==> config.mk <==
export PLATFORM = sky130hd
export DESIGN_NAME = ed_rot_cell
export DESIGN_NICKNAME = d
export VERILOG_FILES = /design/src/ed_pkg.sv /design/src/ed_rot_cell.sv
export SDC_FILE = /design/constraint.sdc
export NUM_CORES = 1
export LEC_CHECK = 0
export BUFFER_PORTS_ARGS = -buffer_cell sky130_fd_sc_hd__buf_2
export CAP_MARGIN = 20
export CORE_UTILIZATION = 50
export DETAILED_ROUTE_END_ITERATION = 16
export PLACE_DENSITY = 0.74
export SLEW_MARGIN = 20
export SYNTH_ARGS = -nofsm -noshare
export SYNTH_HDL_FRONTEND = slang
export SYNTH_SLANG_ARGS = --single-unit
export TNS_END_PERCENT = 10
==> constraint.sdc <==
create_clock -name clk -period 12.2 [get_ports clk]
set_input_delay 1.83 -clock clk [delete_from_list [all_inputs] [get_ports clk]]
set_output_delay 1.83 -clock clk [all_outputs]
set_load 0.05 [all_outputs]
==> src/ed_pkg.sv <==
// Types and constants for the equirectangular distance pipeline.
// No dependencies.
package ed_pkg;

    localparam int XW = 34;
    localparam int VW = 36;

    localparam logic [27:0] DEG90_Q20  = 28'd94371840;
    localparam logic [27:0] DEG180_Q20 = 28'd188743680;
    localparam logic [34:0] DEG2RAD_Q40 = 35'd19190098069;
    localparam logic [17:0] DEG2RAD_LO = DEG2RAD_Q40[17:0];
    localparam logic [16:0] DEG2RAD_HI = DEG2RAD_Q40[34:18];
    localparam logic [XW-1:0] INV_GAIN_Q30 = XW'(652032874);
    localparam logic [29:0] MILES_Q24 = 30'd703449741;
    localparam logic [22:0] OUT_MAX = 23'd8388607;

    localparam logic [29:0] ATAN_Q30 [32] = '{
        30'h3243F6A8, 30'h1DAC6705, 30'h0FADBAFC, 30'h07F56EA6,
        30'h03FEAB76, 30'h01FFD55B, 30'h00FFFAAA, 30'h007FFF55,
        30'h003FFFEA, 30'h001FFFFD, 30'h000FFFFF, 30'h0007FFFF,
        30'h0003FFFF, 30'h0001FFFF, 30'h0000FFFF, 30'h00007FFF,
        30'h00003FFF, 30'h00001FFF, 30'h00000FFF, 30'h000007FF,
        30'h000003FF, 30'h000001FF, 30'h000000FF, 30'h0000007F,
        30'h0000003F, 30'h0000001F, 30'h0000000F, 30'h00000007,
        30'h00000003, 30'h00000001, 30'h00000000, 30'h00000000
    };

    typedef struct packed {
        logic signed [XW-1:0] x;
        logic signed [XW-1:0] y;
        logic signed [XW-1:0] z;
        logic [29:0]          adlon;
        logic [28:0]          dy;
    } rot_t;

    typedef struct packed {
        logic signed [VW-1:0] x;
        logic signed [VW-1:0] y;
    } vec_t;

endpackage

==> src/ed_rot_cell.sv <==
// One rotation-mode CORDIC step of the cosine chain.
// Depends on ed_pkg.
module ed_rot_cell #(
    parameter int SHIFT = 0
) (
    input  logic          clk,
    input  logic          en,
    input  ed_pkg::rot_t  d_in,
    output ed_pkg::rot_t  d_out
);

    localparam logic signed [ed_pkg::XW-1:0] ANG =
        ed_pkg::XW'(ed_pkg::ATAN_Q30[SHIFT]);

    ed_pkg::rot_t d_reg;
    ed_pkg::rot_t d_next;
    logic signed [ed_pkg::XW-1:0] xs;
    logic signed [ed_pkg::XW-1:0] ys;

    always_comb
    begin
        xs = d_in.x >>> SHIFT;
        ys = d_in.y >>> SHIFT;
        d_next = d_in;
        if (!d_in.z[ed_pkg::XW-1])
        begin
            d_next.x = d_in.x - ys;
            d_next.y = d_in.y + xs;
            d_next.z = d_in.z - ANG;
        end
        else
        begin
            d_next.x = d_in.x + ys;
            d_next.y = d_in.y - xs;
            d_next.z = d_in.z + ANG;
        end
    end

    always_ff @(posedge clk)
    begin
        if (en)
        begin
            d_reg <= d_next;
        end
    end

    assign d_out = d_reg;

endmodule

# ---- Yosys cells after proc, flatten, opt, wreduce, memory -nomap -nowiden
# Index checks and enable logic that the tools add are counted.
dict set report classes {
  muxes 1
  n_addsub 5
}
# operator count
set ops {}
lappend ops {{$mux 102} 1}
lappend ops {{$sub 34x34->34} 2}
lappend ops {{$add 34x31->34 const B} 1}
lappend ops {{$add 34x34->34} 1}
lappend ops {{$sub 34x31->34 const B} 1}
dict set report totals {
  register_bits 161
  wordCells 11
  output_inout_bits 161
}

# ---- Longest topological paths before layout
dict set report depth {
  ltp_word 2
  mapped_depth 12
  depth_no_buf 11
}

# ---- Worst setup path before layout
# Ideal clock, no wire load.
dict set report synth_timing {
  kind {in2reg}
  start {input port d_in[92] (netlist bit)}
  end {register d_reg, in the netlist d_out[88], data pin}
  arrival_time_ns 4.803
  required_time_ns 11.934
  path_stages 12
  slack_ns 7.131
  path_cell_list {clkbuf_1 > clkinv_1 > buf_2 > fa_1 > a211oi_2 > nor2_1 > o31a_1 > a211o_1 > a311o_1 > a21oi_4 > nor3_1 > or3b_1}
}
# element line
set synth_rtl {}
lappend synth_rtl {{start: declaration} ed_rot_cell.sv:8} ;# input ed_pkg::rot_t d_in,
lappend synth_rtl {{end signal: assignment} ed_rot_cell.sv:43} ;# d_reg <= d_next;
lappend synth_rtl {{end: declaration} ed_rot_cell.sv:15} ;# ed_pkg::rot_t d_reg;

==> summary.txt <==
Post-synth EDFFs: 160
Fin. Hold Viols: 0
DR iter-0 viols: 996
final setup violating endpoints: 0
count of pins over their slew limit: 0
TNS Setup: 0 ns
worst hold path class: primary input to flip-flop
Compound-Gate Fraction of Synth Area: 22.5%
WHS Path Cells: 1
Post-Place Cells: 1875
Least-Margin Pin Slew: 1.02 ns
hold endpoint: d_out[4]$_DFFE_PP_
ys async rst share: 0%
fmax: 189 MHz
routed wire length: 37600 microns
Top cell by count, worst path: buf_4
crit path kind: primary input to flip-flop
Root Buffer Master: clkbuf_16
largest net degree at the start of global routing: 89
status: finished clean
Finished Layout Cells: 1910
post-synth top area cell: edfxtp_1
Area growth, synth to finish: 19.8%
Core Area: 24200 sq um
Tcrit/Tclk final: 43.4%
cell count after synthesis: 1277
post-synthesis adder-cell area fraction: 13.7%
Hold Path Origin: d_in[4]
crit-path cells: buf_4 > buf_4 > ha_1 > a211oi_2 > nor2_1 > o31a_1 > a211o_1 > a311o_1 > a21oi_4 > nor3_1 > or3b_1
initial antenna violation count: 6
Worst path slowest cell: buf_4
WL/cell: 19.7 microns
crit-path max cell delay: 0.69 ns
power per cell area: 140 nW/um^2
Seq cells post-synth: 160
vias in the first global route: 10300
Num CTS Buffers: 17
Post-Syn Nets: 1572
syn avg cell area: 9.63 sq um
sw frac: 41.0%
max reg flops: 160
clk slew on worst S/H paths: 0.08 ns
XOR/XNOR share of the synthesized area: 5.91%
sequential share of power: 35.1%
CP bufs+invs: 2
layout cells sized above 1: 24.2%
Logic pwr share: 38.2%
critical path data required time: 12.37 ns
Arrival @ worst endpoint: 5.47 ns
PortBufs: 323
die height: 159 microns
CP Launch Type: primary input
yosys warns: 0
WHS: 1.56 ns
library cells used by synthesis: 77
DR pass1 iterations: 5
area share of and/or/nand/nor cells after synthesis: 12.0%
Clock Sinks: 160
Final min period: 5.30 ns
CTS-repair resized insts: 0
first-pass GRT wire length: 57800 microns
largest fanout on the critical path: 66
leakage: 6.56 nW
Die Wd: 159 microns
Filler cells: 2149
DIE AREA: 25200 sq um
Post-Syn Area: 12300 sq um
Post-synth top flop: edfxtp_1
Worst setup EP type: flip-flop
most frequent cells in the layout: buf_2 (321), edfxtp_1 (160), ha_1 (128)
drt drc: 0
gpl congestion: 0.952
max_slew headroom: 31.1%
nets: 1865
Starting Density: 50.7%
post-route ant nets: 0
CTS tree: built
sequential share of the synthesized area: 39.1%
Total GRT Usage: 29.6%
largest family of logic cells by synthesized area: compound AO/OA/AOI/OAI gates
routed vias: 11100
max-cap viol count: 0
VDD IR max: 0.0706 mV
Clock Path Buffers: 2
I/O pin cnt: 324
mux cell area share after synthesis: 1.47%
Synth area leaders: edfxtp_1 (39%), ha_1 (13%), a21oi_1 (5.2%), xnor2_1 (4.8%), inv_1 (3.5%)
Clock Power Share: 26.7%
Post-DP HPWL: 29600 microns
Overflow after GRT: 0
commonest non-fill, non-tap cell in the layout: buf_2
Sw Pwr: 0.847 mW
DR vias/cell: 5.83
# rows: 57
design internal power: 1.22 mW
CP top delay family: compound AO/OA/AOI/OAI gates
RSZ-0062 raised after global routing: no
CTS Hold Bufs: 0
Synth top area share: 39.1%
H-tree depth: 4
postcts setup bufs: 0
==> synth_stat cells, drive strengths merged, types with 6 or more instances <==
cell	number
edfxtp	160
nor4	9
a31oi	9
o221ai	6
a21oi	128
nand2	56
nor2	99
or3	11
mux2i	18
xor2	15
nor2b	17
o21ai	73
xnor2	68
a21o	38
and2	7
a211oi	24
nor3	22
nand2b	12
inv	113
buf	30
o211ai	17
o21bai	19
ha	128
and3	9
a21boi	6
nand4	18
nand3	25
clkbuf	22
o21a	19
a211o	7
o31ai	17
==> power by group through the flow <==
stage,registers [mW],clock network (mW),logic (mW)
6_report,0.725,0.550,0.789
5_1_grt,0.730,0.578,0.836
4_1_cts,0.726,0.557,0.783
3_5_place_dp,0.738,0,0.780
3_3_place_gp,0.738,0,0.773
2_1_floorplan,0.989,0,0.311
==> how the worst max path moves through the flow <==
stage,from,endpoint,slack (ns),cells past startpoint
3_3_place_gp,d_in[92],d_out[88]$_DFFE_PP_,6.62,11
5_1_grt,d_in[92],d_out[91]$_DFFE_PP_,6.80,10
2_1_floorplan,d_in[92],d_out[88]$_DFFE_PP_,7.13,12
3_5_place_dp,d_in[92],d_out[88]$_DFFE_PP_,6.55,11
4_1_cts,d_in[92],d_out[88]$_DFFE_PP_,6.96,11
6_report,d_in[92],d_out[88]$_DFFE_PP_,6.90,11
==> cell type report <==
class / count / area (sq um) / share of cell area [%]
Multi-Input combinational cell: 950 / 6830 / 46.3
Sequential cell: 160 / 4800 / 32.6
Timing Repair Buffer: 326 / 1650 / 11.2
Inverter: 115 / 432 / 2.93
Clock buffer: 17 / 425 / 2.89
Tap cell: 324 / 405 / 2.75
Clock inverter: 15 / 185 / 1.26
Antenna cell: 3 / 7.51 / 0.0510
==> metrics by stage <==
stage | worst slack [ns] | power, mW | utilization, % | area (sq um)
floorplan | 7.13 | 1.30 | - | 12300
global route | 6.80 | 2.14 | 60.7 | 14700
global placement | 6.62 | 1.51 | 58.2 | 14100
detailed placement | 6.55 | 1.52 | 58.2 | 14100
finish | 6.90 | 2.06 | 60.8 | 14700
CTS | 6.96 | 2.07 | 60.7 | 14700
==> kinds of logic (layout without fill, tap and decap cells) <==
family	after synthesis	in the layout
xor+xnor	83	83
mux	18	18
other cells	0	3
simple gates	300	300
flops	160	160
buf+inv	167	473
compound gates	417	417
fa+ha+maj	132	132
==> per-layer routing <==
metal / track usage [%] / share of wire [%] / up-vias
li1: - / - / 5283
met1: 38.4 / 41 / 5247
met2: 48.5 / 48 / 541
met3: 5.80 / 7.8 / 65
met4: 11.3 / 2.9 / 4
met5: 0 / 0.069 / -
(Power assumes the default switching activity.)
