### config.mk
export PLATFORM = sky130hd
export DESIGN_NAME = ed_vec_cell
export DESIGN_NICKNAME = d
export VERILOG_FILES = /design/src/ed_pkg.sv /design/src/ed_vec_cell.sv
export SDC_FILE = /design/constraint.sdc
export NUM_CORES = 1
export LEC_CHECK = 0
export CAP_MARGIN = 10
export CORE_ASPECT_RATIO = 1.1
export CORE_MARGIN = 1.5
export CORE_UTILIZATION = 55
export DETAILED_ROUTE_END_ITERATION = 8
export DONT_BUFFER_PORTS = 1
export PLACE_DENSITY = 0.75
export SYNTH_ARGS = -nofsm -noshare
export SYNTH_HDL_FRONTEND = slang
export SYNTH_SLANG_ARGS = --single-unit
### constraint.sdc
create_clock -name clk -period 5.6 [get_ports clk]
set_input_delay 0 -clock clk [delete_from_list [all_inputs] [get_ports clk]]
set_output_delay 0 -clock clk [all_outputs]
set_load 0.01 [all_outputs]
### src/ed_pkg.sv
// Types and constants for the equirectangular distance pipeline.
// No dependencies.
package ed_pkg;

    localparam int XW = 34;
    localparam int VW = 36;

    localparam logic [27:0] DEG90_Q20  = 28'd94371840;
    localparam logic [27:0] DEG180_Q20 = 28'd188743680;
    localparam logic [34:0] DEG2RAD_Q40 = 35'd19190098069;
    localparam logic [17:0] DEG2RAD_LO = DEG2RAD_Q40[17:0];
    localparam logic [16:0] DEG2RAD_HI = DEG2RAD_Q40[34:18];
    localparam logic [XW-1:0] INV_GAIN_Q30 = XW'(652032874);
    localparam logic [29:0] MILES_Q24 = 30'd703449741;
    localparam logic [22:0] OUT_MAX = 23'd8388607;

    localparam logic [29:0] ATAN_Q30 [32] = '{
        30'h3243F6A8, 30'h1DAC6705, 30'h0FADBAFC, 30'h07F56EA6,
        30'h03FEAB76, 30'h01FFD55B, 30'h00FFFAAA, 30'h007FFF55,
        30'h003FFFEA, 30'h001FFFFD, 30'h000FFFFF, 30'h0007FFFF,
        30'h0003FFFF, 30'h0001FFFF, 30'h0000FFFF, 30'h00007FFF,
        30'h00003FFF, 30'h00001FFF, 30'h00000FFF, 30'h000007FF,
        30'h000003FF, 30'h000001FF, 30'h000000FF, 30'h0000007F,
        30'h0000003F, 30'h0000001F, 30'h0000000F, 30'h00000007,
        30'h00000003, 30'h00000001, 30'h00000000, 30'h00000000
    };

    typedef struct packed {
        logic signed [XW-1:0] x;
        logic signed [XW-1:0] y;
        logic signed [XW-1:0] z;
        logic [29:0]          adlon;
        logic [28:0]          dy;
    } rot_t;

    typedef struct packed {
        logic signed [VW-1:0] x;
        logic signed [VW-1:0] y;
    } vec_t;

endpackage

### src/ed_vec_cell.sv
// One vectoring-mode CORDIC step of the magnitude chain.
// Depends on ed_pkg.
module ed_vec_cell #(
    parameter int SHIFT = 0
) (
    input  logic          clk,
    input  logic          en,
    input  ed_pkg::vec_t  d_in,
    output ed_pkg::vec_t  d_out
);

    ed_pkg::vec_t d_reg;
    ed_pkg::vec_t d_next;
    logic signed [ed_pkg::VW-1:0] xs;
    logic signed [ed_pkg::VW-1:0] ys;

    always_comb
    begin
        xs = d_in.x >>> SHIFT;
        ys = d_in.y >>> SHIFT;
        if (!d_in.y[ed_pkg::VW-1])
        begin
            d_next.x = d_in.x + ys;
            d_next.y = d_in.y - xs;
        end
        else
        begin
            d_next.x = d_in.x - ys;
            d_next.y = d_in.y + xs;
        end
    end

    always_ff @(posedge clk)
    begin
        if (en)
        begin
            d_reg <= d_next;
        end
    end

    assign d_out = d_reg;

endmodule

Word level (Yosys, flattened, before mapping)

Cells that the tools add are included.

Register bits: 72
Input port bits: 74
Word-level logic and storage cells: 6

$add $sub $neg: 3
Mux-type cells: 1

Operators by type and width:

| kind               | number |
|---|---|
| 72-bit two-way mux | 1 |
| 36-bit subtractor  | 2 |
| 36-bit adder       | 1 |

Longest topological paths before layout

Depth after elaboration: 2
Gate-level depth with buffers: 12
Mapped depth without buffers: 11

Worst setup path after synthesis

OpenSTA, ideal clock, no wires.

Path type: in2reg
From: in d_in[0] in the netlist's numbering
To: reg d_reg, in the netlist d_out[30] (data pin)
Setup time: 0.259 ns
Data arrival time: 2.106 ns
Setup slack: 3.235 ns
Stages on the path: 11
Path through: inv_1 ha_1 fa_1 nand2b_1 a211oi_1 o41ai_1 o31ai_1 inv_1 o311ai_0 o22ai_1 xnor2_1

RTL lines:

| element              | line              | RTL |
|---|---|---|
| start, declared      | ed_vec_cell.sv:8  | `input ed_pkg::vec_t d_in,` |
| end signal, assigned | ed_vec_cell.sv:37 | `d_reg <= d_next;` |
| end, declared        | ed_vec_cell.sv:12 | `ed_pkg::vec_t d_reg;` |

==> tab_implementation.tex <==
\begin{tabular}{lr}
\hline
Metric & Value \\
\hline
\multicolumn{2}{l}{\textbf{Status}} \\
Result of the run & completed \\
\multicolumn{2}{l}{\textbf{Synth}} \\
Area share of the largest cell type after synthesis & 23.8\% \\
Cell with the most instances after synthesis & sky130\_fd\_sc\_hd\_\_a21oi\_1 \\
Ys Warns & 0 \\
Distinct cell type count of the synthesized netlist & roughly 80 \\
Library cell occupying the most area in the post-synthesis netlist & sky130\_fd\_sc\_hd\_\_edfxtp\_1 \\
Most numerous cell types in the synthesized netlist & sky130\_fd\_sc\_hd\_\_a21oi\_1 (126), sky130\_fd\_sc\_hd\_\_ha\_1 (109), sky130\_fd\_sc\_hd\_\_inv\_1 (109) \\
Mean post-synth cell area & just over 8 um2 \\
Number of nets produced by synthesis & roughly 1300 \\
Post-synth EDFFs & just over 70 \\
Top area cells in the synthesized netlist & sky130\_fd\_sc\_hd\_\_edfxtp\_1 (24\%), sky130\_fd\_sc\_hd\_\_ha\_1 (15\%), sky130\_fd\_sc\_hd\_\_a21oi\_1 (7.0\%) \\
Sequential fraction of the synthesis area & 23.8\% \\
Cell count after synthesis & roughly 1100 \\
Share of async-settable or async-resettable flops after synthesis & 0\% \\
Flop and latch count out of synthesis & around 70 \\
Most used flip-flop cell after synthesis & sky130\_fd\_sc\_hd\_\_edfxtp\_1 \\
Post-Synthesis Cell Area & between 0.008 and 0.009 mm2 \\
\multicolumn{2}{l}{\textbf{Run}} \\
\# Max-Cap Violations & 0 \\
\multicolumn{2}{l}{\textbf{Pwr}} \\
Overall power & about 2.2 mW \\
Static Leakage & 3.91 nW \\
Worst vdd rail ir drop & around 0.00015 V \\
Areal power density over the cells & approximately 240 mW/mm2 \\
\multicolumn{2}{l}{\textbf{Floorplanning}} \\
Top-level port count & around 150 \\
DIE WIDTH & about 120 um \\
\# rows & between 40 and 50 \\
Floorplan die area & $\sim$0.017 mm2 \\
Effective utilization at floorplan & a little under three fifths \\
Core region area & between 0.015 and 0.02 mm2 \\
Overall die height & 137 um \\
\multicolumn{2}{l}{\textbf{Worst setup path}} \\
CP peak stage delay & approximately 740 ps \\
Worst setup SP type & input pin \\
Crit-path leading delay family & compound AO/OA/AOI/OAI gates \\
CP required & roughly 5700 ps \\
Crit path max fanout & 4 \\
Worst Path Buf+Inv & 2 \\
Slowest library cell on the worst path & sky130\_fd\_sc\_hd\_\_o31ai\_1 \\
Worst endpoint data arrival time & roughly 3500 ps \\
Class of the most critical setup path & input pin to register \\
Sort of element at the end of the critical path & register \\
Worst path cell trace & dlygate4sd3\_1 > ha\_1 > fa\_1 > nand2b\_1 > a211oi\_1 > o41ai\_1 > o31ai\_1 > inv\_1 > o311ai\_0 > o22ai\_1 > xnor2\_1 \\
\multicolumn{2}{l}{\textbf{Clock network}} \\
Root buffer selected by CTS & sky130\_fd\_sc\_hd\_\_clkbuf\_16 \\
Number of clock buffers inserted by TritonCTS & 9 \\
Number of hold-repair buffers added at the cts stage & 6 \\
Post-CTS Setup Bufs & 0 \\
Max clock buf depth & 2 \\
Clock H-tree levels & 3 \\
Total number of clock tree sinks & slightly above 70 \\
Clock tree from TritonCTS & done \\
Clock slew seen by the registers of the worst setup and hold paths & $\sim$60 ps \\
Resized cells post-CTS & 0 \\
\multicolumn{2}{l}{\textbf{Cells and area}} \\
Final nets & 1256 \\
Final-layout fill cell count & $\sim$1500 \\
Non-filler instance count after layout & 1274 \\
Antenna diode instance count & 0 \\
Area delta synth->final & 4.37\% \\
Share of cells above drive strength 1 & between 3 and 4\% \\
Largest register FFs & between 70 and 80 \\
Register area & 0.00213 mm2 \\
Layout Cell Area excl Fill & a little over 0.009 mm2 \\
Area taken by multi-input logic gates & 0.00614 mm2 \\
\multicolumn{2}{l}{\textbf{Drt}} \\
DRC & 0 \\
Final Routed Wirelength & 28.9 mm \\
Number of nets still failing antenna checks after routing & 0 \\
Routed via count & $\sim$8400 \\
Drt initial violations & around 870 \\
WL per Instance & $\sim$23 um \\
Number of optimization iterations in the first detailed-route pass & 6 \\
Vias per Instance & 6.63 \\
\multicolumn{2}{l}{\textbf{STA}} \\
Maximum clock frequency & 0.292 GHz \\
Setup slack of the critical path after layout & between 2000 and 2500 ps \\
RSZ-0062 raised after global routing & no \\
Total setup violations reported at the end of the flow & 0 \\
Slew at the pin with the worst max-slew slack & 873 ps \\
Shortest period the worst path allows & around 3400 ps \\
Post-route fraction of the period consumed by the critical path & approximately three fifths \\
Max-slew violation count & 0 \\
Final hold violation count & 0 \\
Worst slew margin & roughly two fifths \\
Final setup TNS & 0 ps \\
\multicolumn{2}{l}{\textbf{Place}} \\
Post-placement cell count & around 1300 \\
Post-placement worst setup slack & about 2500 ps \\
GPL Wtd Cong & 0.969 \\
Detailed-placement wirelength estimate & about 22 mm \\
Quantity of I/O buffers inserted on ports & 0 \\
Placed instance area & about 0.009 mm2 \\
\multicolumn{2}{l}{\textbf{Global route}} \\
Initial antenna violation count & 0 \\
First-pass GRT wire length & about 44 mm \\
Remaining global-route overflow & 0 \\
Overall Global Routing Usage & between 30\% and 40\% \\
Via count of the first global-routing pass & approximately 8100 \\
Largest net degree at the start of global routing & 72 \\
\multicolumn{2}{l}{\textbf{Hold path}} \\
Class of the worst hold path & input pin to register \\
\hline
\end{tabular}
==> where the power goes <==
part / leakage (nW) / internal, mW / switching, mW
logic: 3.07 / 0.297 / 0.529
clock network: 0.148 / 0.382 / 0.232
registers: 0.695 / 0.717 / 0.0844
==> worst paths after layout <==
kind | startpoint | to | slack, ps | cells after the start
worst max-delay path | d_in[36] | d_out[30] | 2180 | 11
worst min-delay path | d_in[35] | d_out[32] | 10 | 3
==> worst min-delay path, stage by stage <==
cell                      delay (ps)
sky130_fd_sc_hd__nor2_1          110
sky130_fd_sc_hd__mux2i_1          80
sky130_fd_sc_hd__nand3_1          60
==> cell usage in the layout, fill, tap and decap left out, types with 5 or more instances in the layout <==
master                        n
sky130_fd_sc_hd__inv_1      109
sky130_fd_sc_hd__ha_1       109
sky130_fd_sc_hd__nor2b_1     14
sky130_fd_sc_hd__nor4_1       6
sky130_fd_sc_hd__o21ai_0     61
sky130_fd_sc_hd__xor2_1      10
sky130_fd_sc_hd__clkbuf_16    9
sky130_fd_sc_hd__a211o_1      6
sky130_fd_sc_hd__o21ai_1      6
sky130_fd_sc_hd__a211oi_1    22
sky130_fd_sc_hd__nor2_1      80
sky130_fd_sc_hd__mux2i_1     20
sky130_fd_sc_hd__o211ai_1     7
sky130_fd_sc_hd__nand2_1     62
sky130_fd_sc_hd__nand3_1     20
sky130_fd_sc_hd__o221ai_1     6
sky130_fd_sc_hd__o22ai_1     11
sky130_fd_sc_hd__o31ai_1     15
sky130_fd_sc_hd__or3_1       12
sky130_fd_sc_hd__clkinv_1     7
sky130_fd_sc_hd__and2_1       5
sky130_fd_sc_hd__nand4_1     14
sky130_fd_sc_hd__xnor2_1     55
sky130_fd_sc_hd__o21a_1      12
sky130_fd_sc_hd__a21oi_1    126
sky130_fd_sc_hd__a31oi_1      9
sky130_fd_sc_hd__edfxtp_1    71
sky130_fd_sc_hd__nand2b_1    15
sky130_fd_sc_hd__o21bai_1    18
sky130_fd_sc_hd__a21o_1      29
sky130_fd_sc_hd__nor3_1      35
==> stage by stage <==
stage | utilization [%] | hold WS [ps]
finish | 59.2 | 10.5
global route | 59.2 | 16.7
CTS | 59.2 | 3.80
detailed placement | 56.7 | 121
global placement | 56.7 | 119
floorplan | - | 112
==> kinds of logic after synthesis <==
kind of cell	Yosys count	share of synthesized area, %
fa+ha+maj	112	15.9
xor+xnor	65	6.36
mux	20	2.24
simple gates	286	15.6
flops	71	23.8
buf+inv	165	7.63
compound gates	384	28.5
==> layer usage <==
layer | vias to the layer above | GRT usage [%] | share of wire [%]
met3 | 91 | 8.29 | 9.1
met4 | 0 | 14.6 | 3.9
met2 | 455 | 51.3 | 44
met1 | 3978 | 43.6 | 43
met5 | - | 0 | 0
li1 | 3921 | - | -
==> area by class of cell <==
class,instances,share of cell area [%]
inverter,114,4.58
multi-input combinational,867,65.7
clock inverter,6,0.817
tap,200,2.68
clock buffer,9,2.41
timing repair buffer,7,1.02
sequential,71,22.8
No activity file was read; power rests on OpenSTA's default activity.
